[config.mk]
export PLATFORM = sky130hd
export DESIGN_NAME = char_lcd_nibble_sequencer_core
export DESIGN_NICKNAME = d
export VERILOG_FILES = /design/src/design/lcdns_pkg.sv /design/src/design/lcdns_ucode_rom.sv /design/src/design/lcdns_datapath.sv /design/src/design/char_lcd_nibble_sequencer_core.sv
export SDC_FILE = /design/constraint.sdc
export NUM_CORES = 1
export LEC_CHECK = 0
export BUFFER_PORTS_ARGS = -buffer_cell sky130_fd_sc_hd__buf_2
export CORE_MARGIN = 2
export CORE_UTILIZATION = 40
export DETAILED_ROUTE_END_ITERATION = 12
export GPL_TIMING_DRIVEN = 0
export PLACE_DENSITY = 0.62
export SETUP_SLACK_MARGIN = 0.15
export SLEW_MARGIN = 20
export SYNTH_ARGS = -nofsm -noshare
export SYNTH_HDL_FRONTEND = slang
export SYNTH_SLANG_ARGS = --single-unit
[constraint.sdc]
create_clock -name clk -period 10.28 [get_ports clk]
set_input_delay 1.028 -clock clk [delete_from_list [all_inputs] [get_ports clk]]
set_output_delay 1.028 -clock clk [all_outputs]
set_load 0.005 [all_outputs]
[src/design/lcdns_pkg.sv]
// ----------------------------------------------------------------------------
// lcdns_pkg
// Shared types and constants of the character LCD nibble sequencer.
// ----------------------------------------------------------------------------
package lcdns_pkg;

  localparam int LINE_LENGTH_DEF = 40;
  localparam int TICK_WIDTH_DEF  = 23;

  localparam int HOLD_W  = 24;
  localparam int UPC_W   = 5;
  localparam int CFG_IDX_W = 3;

  localparam logic [HOLD_W-1:0] HOLD_MAX = 24'hFFFFFF;

  localparam int DATA_PULSE_RST = 10;
  localparam int LONG_WAIT_RST  = 50000;
  localparam int CMD2_PULSE_RST = 100;
  localparam int POS_WAIT_RST   = 100;
  localparam int CLEAR_WAIT_RST = 1000;
  localparam int POWER_UP_RST   = 5000000;

  localparam logic [UPC_W-1:0] UPC_INIT = 5'd0;
  localparam logic [UPC_W-1:0] UPC_BYTE = 5'd23;

  localparam logic [7:0] CMD_SET_DDRAM = 8'h80;
  localparam logic [7:0] CMD_CLEAR     = 8'h01;
  localparam logic [6:0] LINE2_OFFSET  = 7'h40;

  typedef enum logic [2:0] {
    OP_INIT  = 3'd0,
    OP_CMD   = 3'd1,
    OP_DATA  = 3'd2,
    OP_POS   = 3'd3,
    OP_CLEAR = 3'd4
  } op_t;

  typedef enum logic [CFG_IDX_W-1:0] {
    REG_DATA_PULSE = 3'd0,
    REG_LONG_WAIT  = 3'd1,
    REG_CMD2_PULSE = 3'd2,
    REG_POS_WAIT   = 3'd3,
    REG_CLEAR_WAIT = 3'd4,
    REG_POWER_UP   = 3'd5
  } cfg_reg_t;

  typedef enum logic [1:0] {
    NS_CONST = 2'd0,
    NS_HI    = 2'd1,
    NS_LO    = 2'd2
  } nib_sel_t;

  typedef enum logic [2:0] {
    HS_ZERO       = 3'd0,
    HS_POWER      = 3'd1,
    HS_LONG       = 3'd2,
    HS_CMD2       = 3'd3,
    HS_FIRST      = 3'd4,
    HS_SECOND     = 3'd5,
    HS_LONG_EXTRA = 3'd6
  } hold_sel_t;

  typedef enum logic [1:0] {
    EX_NONE  = 2'd0,
    EX_POS   = 2'd1,
    EX_CLEAR = 2'd2
  } extra_sel_t;

  typedef struct packed {
    nib_sel_t   nib_sel;
    logic [3:0] nib;
    logic       rs_req;
    logic       en;
    hold_sel_t  hold_sel;
    logic       last;
  } ctrl_t;

  typedef struct packed {
    logic [7:0] byte_val;
    logic       data_mode;
    extra_sel_t extra;
  } req_t;

endpackage

[src/design/lcdns_ucode_rom.sv]
// ----------------------------------------------------------------------------
// lcdns_ucode_rom
// Microprogram store: one control word per sequencer step.
// ----------------------------------------------------------------------------
module lcdns_ucode_rom
  import lcdns_pkg::*;
(
  input  logic [UPC_W-1:0] upc,
  output ctrl_t            ctrl
);

  function automatic ctrl_t uw(nib_sel_t ns, logic [3:0] nib, logic rs, logic en,
                               hold_sel_t hs, logic last);
    ctrl_t w;
    w.nib_sel  = ns;
    w.nib      = nib;
    w.rs_req   = rs;
    w.en       = en;
    w.hold_sel = hs;
    w.last     = last;
    return w;
  endfunction

  always_comb begin
    case (upc)
      // power-up sequence
      5'd0:  ctrl = uw(NS_CONST, 4'h0, 1'b0, 1'b0, HS_POWER,      1'b0);
      5'd1:  ctrl = uw(NS_CONST, 4'h0, 1'b0, 1'b0, HS_POWER,      1'b0);
      5'd2:  ctrl = uw(NS_CONST, 4'h3, 1'b0, 1'b1, HS_LONG,       1'b0);
      5'd3:  ctrl = uw(NS_CONST, 4'h3, 1'b0, 1'b0, HS_LONG,       1'b0);
      5'd4:  ctrl = uw(NS_CONST, 4'h3, 1'b0, 1'b1, HS_LONG,       1'b0);
      5'd5:  ctrl = uw(NS_CONST, 4'h3, 1'b0, 1'b0, HS_LONG,       1'b0);
      5'd6:  ctrl = uw(NS_CONST, 4'h3, 1'b0, 1'b1, HS_LONG,       1'b0);
      5'd7:  ctrl = uw(NS_CONST, 4'h3, 1'b0, 1'b0, HS_LONG,       1'b0);
      5'd8:  ctrl = uw(NS_CONST, 4'h2, 1'b0, 1'b1, HS_LONG,       1'b0);
      5'd9:  ctrl = uw(NS_CONST, 4'h2, 1'b0, 1'b0, HS_ZERO,       1'b0);
      // function set 0x28
      5'd10: ctrl = uw(NS_CONST, 4'h2, 1'b0, 1'b1, HS_LONG,       1'b0);
      5'd11: ctrl = uw(NS_CONST, 4'h2, 1'b0, 1'b0, HS_LONG,       1'b0);
      5'd12: ctrl = uw(NS_CONST, 4'h8, 1'b0, 1'b1, HS_CMD2,       1'b0);
      5'd13: ctrl = uw(NS_CONST, 4'h8, 1'b0, 1'b0, HS_LONG,       1'b0);
      // entry mode 0x06
      5'd14: ctrl = uw(NS_CONST, 4'h0, 1'b0, 1'b1, HS_LONG,       1'b0);
      5'd15: ctrl = uw(NS_CONST, 4'h0, 1'b0, 1'b0, HS_LONG,       1'b0);
      5'd16: ctrl = uw(NS_CONST, 4'h6, 1'b0, 1'b1, HS_CMD2,       1'b0);
      5'd17: ctrl = uw(NS_CONST, 4'h6, 1'b0, 1'b0, HS_LONG,       1'b0);
      // display on 0x0C
      5'd18: ctrl = uw(NS_CONST, 4'h0, 1'b0, 1'b1, HS_LONG,       1'b0);
      5'd19: ctrl = uw(NS_CONST, 4'h0, 1'b0, 1'b0, HS_LONG,       1'b0);
      5'd20: ctrl = uw(NS_CONST, 4'hC, 1'b0, 1'b1, HS_CMD2,       1'b0);
      5'd21: ctrl = uw(NS_CONST, 4'hC, 1'b0, 1'b0, HS_LONG,       1'b0);
      5'd22: ctrl = uw(NS_CONST, 4'hC, 1'b0, 1'b0, HS_LONG,       1'b1);
      // generic byte transfer
      5'd23: ctrl = uw(NS_HI,    4'h0, 1'b1, 1'b1, HS_FIRST,      1'b0);
      5'd24: ctrl = uw(NS_HI,    4'h0, 1'b1, 1'b0, HS_LONG,       1'b0);
      5'd25: ctrl = uw(NS_LO,    4'h0, 1'b1, 1'b1, HS_SECOND,     1'b0);
      5'd26: ctrl = uw(NS_LO,    4'h0, 1'b1, 1'b0, HS_LONG_EXTRA, 1'b1);
      default: ctrl = uw(NS_CONST, 4'h0, 1'b0, 1'b0, HS_ZERO,     1'b1);
    endcase
  end

endmodule

[src/design/lcdns_datapath.sv]
// ----------------------------------------------------------------------------
// lcdns_datapath
// Timing registers and pin event formation from the current control word.
// ----------------------------------------------------------------------------
module lcdns_datapath
  import lcdns_pkg::*;
#(
  parameter int TICK_WIDTH = TICK_WIDTH_DEF
) (
  input  logic                  clk,
  input  logic                  rst_n,
  input  logic                  cfg_we,
  input  logic [CFG_IDX_W-1:0]  cfg_index,
  input  logic [TICK_WIDTH-1:0] cfg_wdata,
  input  ctrl_t                 ctrl,
  input  req_t                  req,
  output logic [3:0]            ev_nibble,
  output logic                  ev_rs,
  output logic [HOLD_W-1:0]     ev_hold
);

  localparam int SUM_W = (TICK_WIDTH + 1 > HOLD_W) ? TICK_WIDTH + 1 : HOLD_W;

  logic [TICK_WIDTH-1:0] data_pulse_r;
  logic [TICK_WIDTH-1:0] long_wait_r;
  logic [TICK_WIDTH-1:0] cmd2_pulse_r;
  logic [TICK_WIDTH-1:0] pos_wait_r;
  logic [TICK_WIDTH-1:0] clear_wait_r;
  logic [TICK_WIDTH-1:0] power_up_r;

  logic [TICK_WIDTH-1:0] base;
  logic [TICK_WIDTH-1:0] extra;
  logic [SUM_W-1:0]      sum;

  always_ff @(posedge clk) begin
    if (!rst_n) begin
      data_pulse_r <= TICK_WIDTH'(DATA_PULSE_RST);
      long_wait_r  <= TICK_WIDTH'(LONG_WAIT_RST);
      cmd2_pulse_r <= TICK_WIDTH'(CMD2_PULSE_RST);
      pos_wait_r   <= TICK_WIDTH'(POS_WAIT_RST);
      clear_wait_r <= TICK_WIDTH'(CLEAR_WAIT_RST);
      power_up_r   <= TICK_WIDTH'(POWER_UP_RST);
    end else if (cfg_we) begin
      case (cfg_index)
        REG_DATA_PULSE: data_pulse_r <= cfg_wdata;
        REG_LONG_WAIT:  long_wait_r  <= cfg_wdata;
        REG_CMD2_PULSE: cmd2_pulse_r <= cfg_wdata;
        REG_POS_WAIT:   pos_wait_r   <= cfg_wdata;
        REG_CLEAR_WAIT: clear_wait_r <= cfg_wdata;
        REG_POWER_UP:   power_up_r   <= cfg_wdata;
        default: ;
      endcase
    end
  end

  always_comb begin
    case (ctrl.nib_sel)
      NS_HI:   ev_nibble = req.byte_val[7:4];
      NS_LO:   ev_nibble = req.byte_val[3:0];
      default: ev_nibble = ctrl.nib;
    endcase
    ev_rs = ctrl.rs_req & req.data_mode;

    extra = '0;
    case (ctrl.hold_sel)
      HS_POWER:  base = power_up_r;
      HS_LONG:   base = long_wait_r;
      HS_CMD2:   base = cmd2_pulse_r;
      HS_FIRST:  base = req.data_mode ? data_pulse_r : long_wait_r;
      HS_SECOND: base = req.data_mode ? data_pulse_r : cmd2_pulse_r;
      HS_LONG_EXTRA: begin
        base = long_wait_r;
        case (req.extra)
          EX_POS:   extra = pos_wait_r;
          EX_CLEAR: extra = clear_wait_r;
          default:  extra = '0;
        endcase
      end
      default:   base = '0;
    endcase

    sum     = SUM_W'(base) + SUM_W'(extra);
    ev_hold = (sum > SUM_W'(HOLD_MAX)) ? HOLD_MAX : sum[HOLD_W-1:0];
  end

endmodule

[src/design/char_lcd_nibble_sequencer_core.sv]
// ----------------------------------------------------------------------------
// char_lcd_nibble_sequencer_core
// Character LCD 4-bit bus sequencer: expands requests into pin events.
// ----------------------------------------------------------------------------
// Each accepted request (init, command, data character, cursor position,
// clear) runs a microprogram that emits one pin event per cycle while the
// output side takes them: 23 events for init, 4 for the others, unknown ops
// produce none. A request occupies the block from its accept, stepped by the
// microprogram step counter, until its last event is in the output register;
// output stalls stretch that, and the next request is taken as soon as the
// last event is registered. Timing registers are written through the cfg
// port; the user must write them only while idle, not enforced by the block.
// ----------------------------------------------------------------------------
module char_lcd_nibble_sequencer_core
  import lcdns_pkg::*;
#(
  parameter int LINE_LENGTH = LINE_LENGTH_DEF,
  parameter int TICK_WIDTH  = TICK_WIDTH_DEF
) (
  input  logic                  clk,
  input  logic                  rst_n,

  input  logic                  cfg_we,
  input  logic [CFG_IDX_W-1:0]  cfg_index,
  input  logic [TICK_WIDTH-1:0] cfg_wdata,

  input  logic                  in_valid,
  output logic                  in_ready,
  input  logic [2:0]            in_op,
  input  logic [7:0]            in_byte_value,
  input  logic [1:0]            in_line_select,
  input  logic [5:0]            in_column,

  output logic                  out_valid,
  input  logic                  out_ready,
  output logic [3:0]            out_data_nibble,
  output logic                  out_reg_select,
  output logic                  out_enable_line,
  output logic                  out_read_write,
  output logic [HOLD_W-1:0]     out_hold_ticks,
  output logic                  out_last_event
);

  typedef enum logic {
    ST_IDLE,
    ST_RUN
  } state_t;

  state_t           state_r;
  logic [UPC_W-1:0] upc_r;
  req_t             req_r;
  req_t             req_nxt;
  logic             op_known;
  logic [UPC_W-1:0] entry;

  logic             out_valid_r;
  logic [3:0]       out_nibble_r;
  logic             out_rs_r;
  logic             out_en_r;
  logic [HOLD_W-1:0] out_hold_r;
  logic             out_last_r;

  ctrl_t            ctrl;
  logic [3:0]       ev_nibble;
  logic             ev_rs;
  logic [HOLD_W-1:0] ev_hold;

  logic [5:0]       col_c;
  logic [6:0]       ddram_addr;
  logic             slot_free;

  lcdns_ucode_rom u_rom (
    .upc  (upc_r),
    .ctrl (ctrl)
  );

  lcdns_datapath #(
    .TICK_WIDTH (TICK_WIDTH)
  ) u_dp (
    .clk       (clk),
    .rst_n     (rst_n),
    .cfg_we    (cfg_we),
    .cfg_index (cfg_index),
    .cfg_wdata (cfg_wdata),
    .ctrl      (ctrl),
    .req       (req_r),
    .ev_nibble (ev_nibble),
    .ev_rs     (ev_rs),
    .ev_hold   (ev_hold)
  );

  always_comb begin
    if (in_column == 6'd0) begin
      col_c = 6'd1;
    end else if (in_column > 6'(LINE_LENGTH)) begin
      col_c = 6'(LINE_LENGTH);
    end else begin
      col_c = in_column;
    end
    ddram_addr = ((in_line_select == 2'd1) ? 7'h00 : LINE2_OFFSET) + {1'b0, col_c} - 7'd1;

    req_nxt.byte_val  = in_byte_value;
    req_nxt.data_mode = 1'b0;
    req_nxt.extra     = EX_NONE;
    op_known          = 1'b1;
    entry             = UPC_BYTE;
    case (in_op)
      OP_INIT:  entry = UPC_INIT;
      OP_CMD:   ;
      OP_DATA:  req_nxt.data_mode = 1'b1;
      OP_POS: begin
        req_nxt.byte_val = CMD_SET_DDRAM | {1'b0, ddram_addr};
        req_nxt.extra    = EX_POS;
      end
      OP_CLEAR: begin
        req_nxt.byte_val = CMD_CLEAR;
        req_nxt.extra    = EX_CLEAR;
      end
      default:  op_known = 1'b0;
    endcase
  end

  assign in_ready  = (state_r == ST_IDLE);
  assign slot_free = !out_valid_r || out_ready;

  always_ff @(posedge clk) begin
    if (!rst_n) begin
      state_r     <= ST_IDLE;
      upc_r       <= UPC_INIT;
      out_valid_r <= 1'b0;
    end else begin
      case (state_r)
        ST_IDLE: begin
          if (out_ready) begin
            out_valid_r <= 1'b0;
          end
          if (in_valid && op_known) begin
            req_r   <= req_nxt;
            upc_r   <= entry;
            state_r <= ST_RUN;
          end
        end
        ST_RUN: begin
          if (slot_free) begin
            out_valid_r  <= 1'b1;
            out_nibble_r <= ev_nibble;
            out_rs_r     <= ev_rs;
            out_en_r     <= ctrl.en;
            out_hold_r   <= ev_hold;
            out_last_r   <= ctrl.last;
            upc_r        <= upc_r + 5'd1;
            if (ctrl.last) begin
              state_r <= ST_IDLE;
            end
          end
        end
        default: state_r <= ST_IDLE;
      endcase
    end
  end

  assign out_valid       = out_valid_r;
  assign out_data_nibble = out_nibble_r;
  assign out_reg_select  = out_rs_r;
  assign out_enable_line = out_en_r;
  assign out_read_write  = 1'b0;
  assign out_hold_ticks  = out_hold_r;
  assign out_last_event  = out_last_r;

endmodule

==> run summary <==
Area fraction in and, or, nand and nor cells after synthesis: 22.99%. The tools report the top achievable clock speed as 233.8 MHz. The wire length per cell is 16.44 microns, and the leakage component of the power is 4.250 nW. The post-synthesis cell type count was 63. The initial utilization of the core area, before any placement, comes to 40.54%. The headroom to the max-slew limit was 49.80%; the worst endpoint required time was 10.47 ns. In the final timing run, aggregate negative setup slack is 0 ns. At the worst endpoint, the arrival time is 4.47 ns. Counting every instance in the synthesized netlist gives 1173. The mean post-synth cell area was 8.089 sq um.

Among all flip-flop cells after synthesis, the most frequent one is sky130_fd_sc_hd__dfxtp_1. Counting the fill cells in the layout gives 2375. Clock root buffer master: sky130_fd_sc_hd__clkbuf_16. Across every metal layer, demand over resource in global routing totals 21.70%. During synthesis, Yosys emitted a total of 0 warnings. After synthesis, the largest area contributor takes up 33.13% of total cell area. The number of nets in the layout was 1362; the later-pin clock latency in the skew report was 0.45 ns. The critical path is of the flip-flop to flip-flop type. In the routed design, unresolved DRC markers number 0. The first routing iteration left 881 violations. The worst setup path is captured at a flip-flop.

The region available for standard cell placement spans 23400 sq um. The site row count is 56, and the flop and latch count out of synthesis is 199. Total power density per cell area: 159.6 nW/um^2. For this block, the routed nets add up to 26.45 mm of wire.

The main combinational cell family by area after synthesis was simple AND/OR/NAND/NOR gates. Entering global routing, the biggest net connects 19 pins. Of all nets on the critical path, the largest fanout is 10.

The first global-routing pass estimated 41.81 mm of wire. The area growth from synthesis to layout is 14.85%. Yosys instantiated no cell more often than sky130_fd_sc_hd__nand2_1. Counting the buffers created by CTS gives 17.

The worst clock skew on the final layout is 0.01133 ns, and the share of final-layout standard cells stronger than drive strength 1 is 10.93%. After layout, the worst path uses 41.61% of the clock period. The post-synthesis cell type with the largest combined area was sky130_fd_sc_hd__dfxtp_1.

CTS saw 199 sinks. The logs give 1577 for the number of placed instances with taps included and 0 for the number of diodes added for antenna fixing. Before antenna repair, the detailed router went through 8 iterations. The number of antenna violations at the first check in global routing is 0. Adder-cell area share of the yosys netlist: 4.695%. Half-perimeter wire length of the detailed placement result: 20.19 mm. For this run, the number of standard cells in the final layout without fillers is 1609. The final count of negative-setup-slack endpoints is 0, and the post-synthesis net count is 1258. In this run, synthesis inferred 42 flip-flops with an integrated enable.

In the post-synthesis netlist, the biggest area contributors are sky130_fd_sc_hd__dfxtp_1 33%, sky130_fd_sc_hd__nand2_1 14%, sky130_fd_sc_hd__edfxtp_1 13%, sky130_fd_sc_hd__a21oi_1 7.6%, sky130_fd_sc_hd__ha_1 4.5%. For this design, the CTS-stage hold fixing added 0 buffers. Summed over all layers, the global routing overflow is 0. In this run the deepest clock path goes through 2 buffers. The worst hold path belongs to the class flip-flop to flip-flop. The startpoint identified for the worst hold timing path is u_rom.ctrl[4]. The cell area that synthesis handed to floorplanning was 9488 sq um. Mean number of vias per cell: 5.295.

The boundary pin count was 84. The tools report the start point of the critical path as u_rom.ctrl[2]. For this run, the register share of the synthesized area comes to 46.42%.

Source of the worst register-to-register timing path: u_rom.ctrl[2]. For the number of global-route vias before repair, the log shows 7723. The shortest clock period the worst path allows after layout came out at 4.278 ns.

TritonCTS built the clock tree. The synthesized netlist devotes 18.87% of its cell area to compound gates. The hold slack was 0.4144 ns. The die covers 24970 sq um. The tools report the count of nets left with antenna violations after detail routing as 0. Setup repair after global routing left no endpoint under its margin. The floorplan step set the die width to 158.0 microns. The number of buffers inserted by port buffering is 81, and the post-cts resize count is 0. The overall via count from detail_route was 8519.

For the H-tree depth, the log shows 4. At the pin with the least slew margin, the transition time is 0.7473 ns. Buffers added to address setup during post-CTS repair amount to 0. Max-cap violations in this run came to 0. The floorplan step set the die height to 158.0 microns.

The xor/xnor cell area share of the yosys netlist was 2.123%. For the max-slew violation total from the final report, the log shows 0. After synthesis, the share of flip-flops with an asynchronous set or reset is 0%.

Measured against the total synthesized area, the mux share comes to 0.8836%. The congestion estimate from routability-driven global placement came to 0.8728. After synthesis, the most frequently instantiated cells are 364 x sky130_fd_sc_hd__nand2_1, 157 x sky130_fd_sc_hd__dfxtp_1, 145 x sky130_fd_sc_hd__a21oi_1. After clock tree synthesis, the clock-pin slew on the worst setup and hold paths is 0.07 ns. Across the VDD grid, the largest voltage drop is 0.0001139 V.

The run finished with clean final reports. STA classifies the critical path startpoint as a flip-flop. The tools report the final hold violation count as 0.
-- through the flow --
step	cell area, sq um	setup WS [ns]	utilization [%]	total power, mW
2_1_floorplan	9488	6.164	-	1.014
3_3_place_gp	10290	4.880	43.98	1.100
3_5_place_dp	10340	6.143	44.17	1.103
4_1_cts	10900	6.140	46.56	1.745
5_1_grt	10900	5.684	46.56	1.805
6_report	10900	6.002	46.56	1.739
-- final cells by class --
class	count	area [sq um]	share of cell area, %
flip-flops and latches	199	4404	40.42
well taps	319	399.1	3.663
plain buffers	75	292.8	2.687
clock inverters	13	106.4	0.9760
clock buffers	19	452.9	4.157
inverters	22	85.08	0.7808
repair buffers	85	435.4	3.996
multi-input cells	877	4721	43.32
-- registers in the layout (all words and copies together), names as in the netlist --
name               flops
out_data_nibble        4
out_last_event         1
u_dp.clear_wait_r     23
req_r                 11
u_dp.data_pulse_r     23
u_dp.cmd2_pulse_r     23
u_dp.pos_wait_r       23
out_hold_ticks        24
u_rom.ctrl            12
upc_r                  5
u_dp.long_wait_r      23
out_reg_select         1
state_r                1
out_enable_line        1
u_dp.power_up_r       23
out_valid              1
-- worst paths after layout --
path / end / slack, ns / depth (start not counted)
max: out_hold_ticks[21] / 6.00 / 15
min: out_enable_line / 0.41 / 0
max reg2reg: out_hold_ticks[21] / 6.00 / 15
min reg2reg: out_enable_line / 0.41 / 0
-- metal layers --
metal	global-route usage, %	vias to the layer above	part of all wire [%]
li1	-	4276	-
met1	30.27	3964	46
met2	34.68	244	46
met3	2.820	35	5.9
met4	7.422	0	2.0
met5	0	-	0
-- placed cells by master (no fill, tap or decap), drive strengths merged, types with 8 or more instances in the layout --
cell,n
xnor2,16
a21oi,145
clkbuf,89
o21ai,28
a22oi,29
inv,32
a21o,15
ha,34
buf,90
nand2,364
nand3,40
nor3,14
a31oi,8
edfxtp,42
dfxtp,157
nor2,55
a222oi,19
nor2b,8
-- logic make-up after synthesis --
kind of cell             after synthesis
multiplexers                           8
other                                  1
buffers and inverters                 97
flip-flops                           199
XOR/XNOR                              23
AND/OR/NAND/NOR                      522
adder cells (fa/ha/maj)               35
AO/OA/AOI/OAI                        288
-- worst max-delay path, cell delays in order, from the launching register on --
cell,delay [ns]
sky130_fd_sc_hd__dfxtp_1,0.31
sky130_fd_sc_hd__clkbuf_1,0.38
sky130_fd_sc_hd__mux2i_1,0.30
sky130_fd_sc_hd__nor2b_1,0.17
sky130_fd_sc_hd__clkbuf_1,0.39
sky130_fd_sc_hd__clkbuf_1,0.40
sky130_fd_sc_hd__nand2_1,0.10
sky130_fd_sc_hd__nand2_1,0.13
sky130_fd_sc_hd__ha_1,0.24
sky130_fd_sc_hd__clkbuf_1,0.18
sky130_fd_sc_hd__a21o_1,0.22
sky130_fd_sc_hd__o21bai_1,0.18
sky130_fd_sc_hd__a221oi_1,0.49
sky130_fd_sc_hd__nand4b_1,0.19
sky130_fd_sc_hd__a31oi_1,0.25
sky130_fd_sc_hd__xnor2_1,0.10
-- power breakdown --
part / total, mW / switching, mW / internal (mW)
Combinational: 0.246 / 0.163 / 0.0825
Sequential: 0.844 / 0.0141 / 0.830
Clock: 0.649 / 0.319 / 0.330
Note: power is estimated with default switching activity, not from simulation.
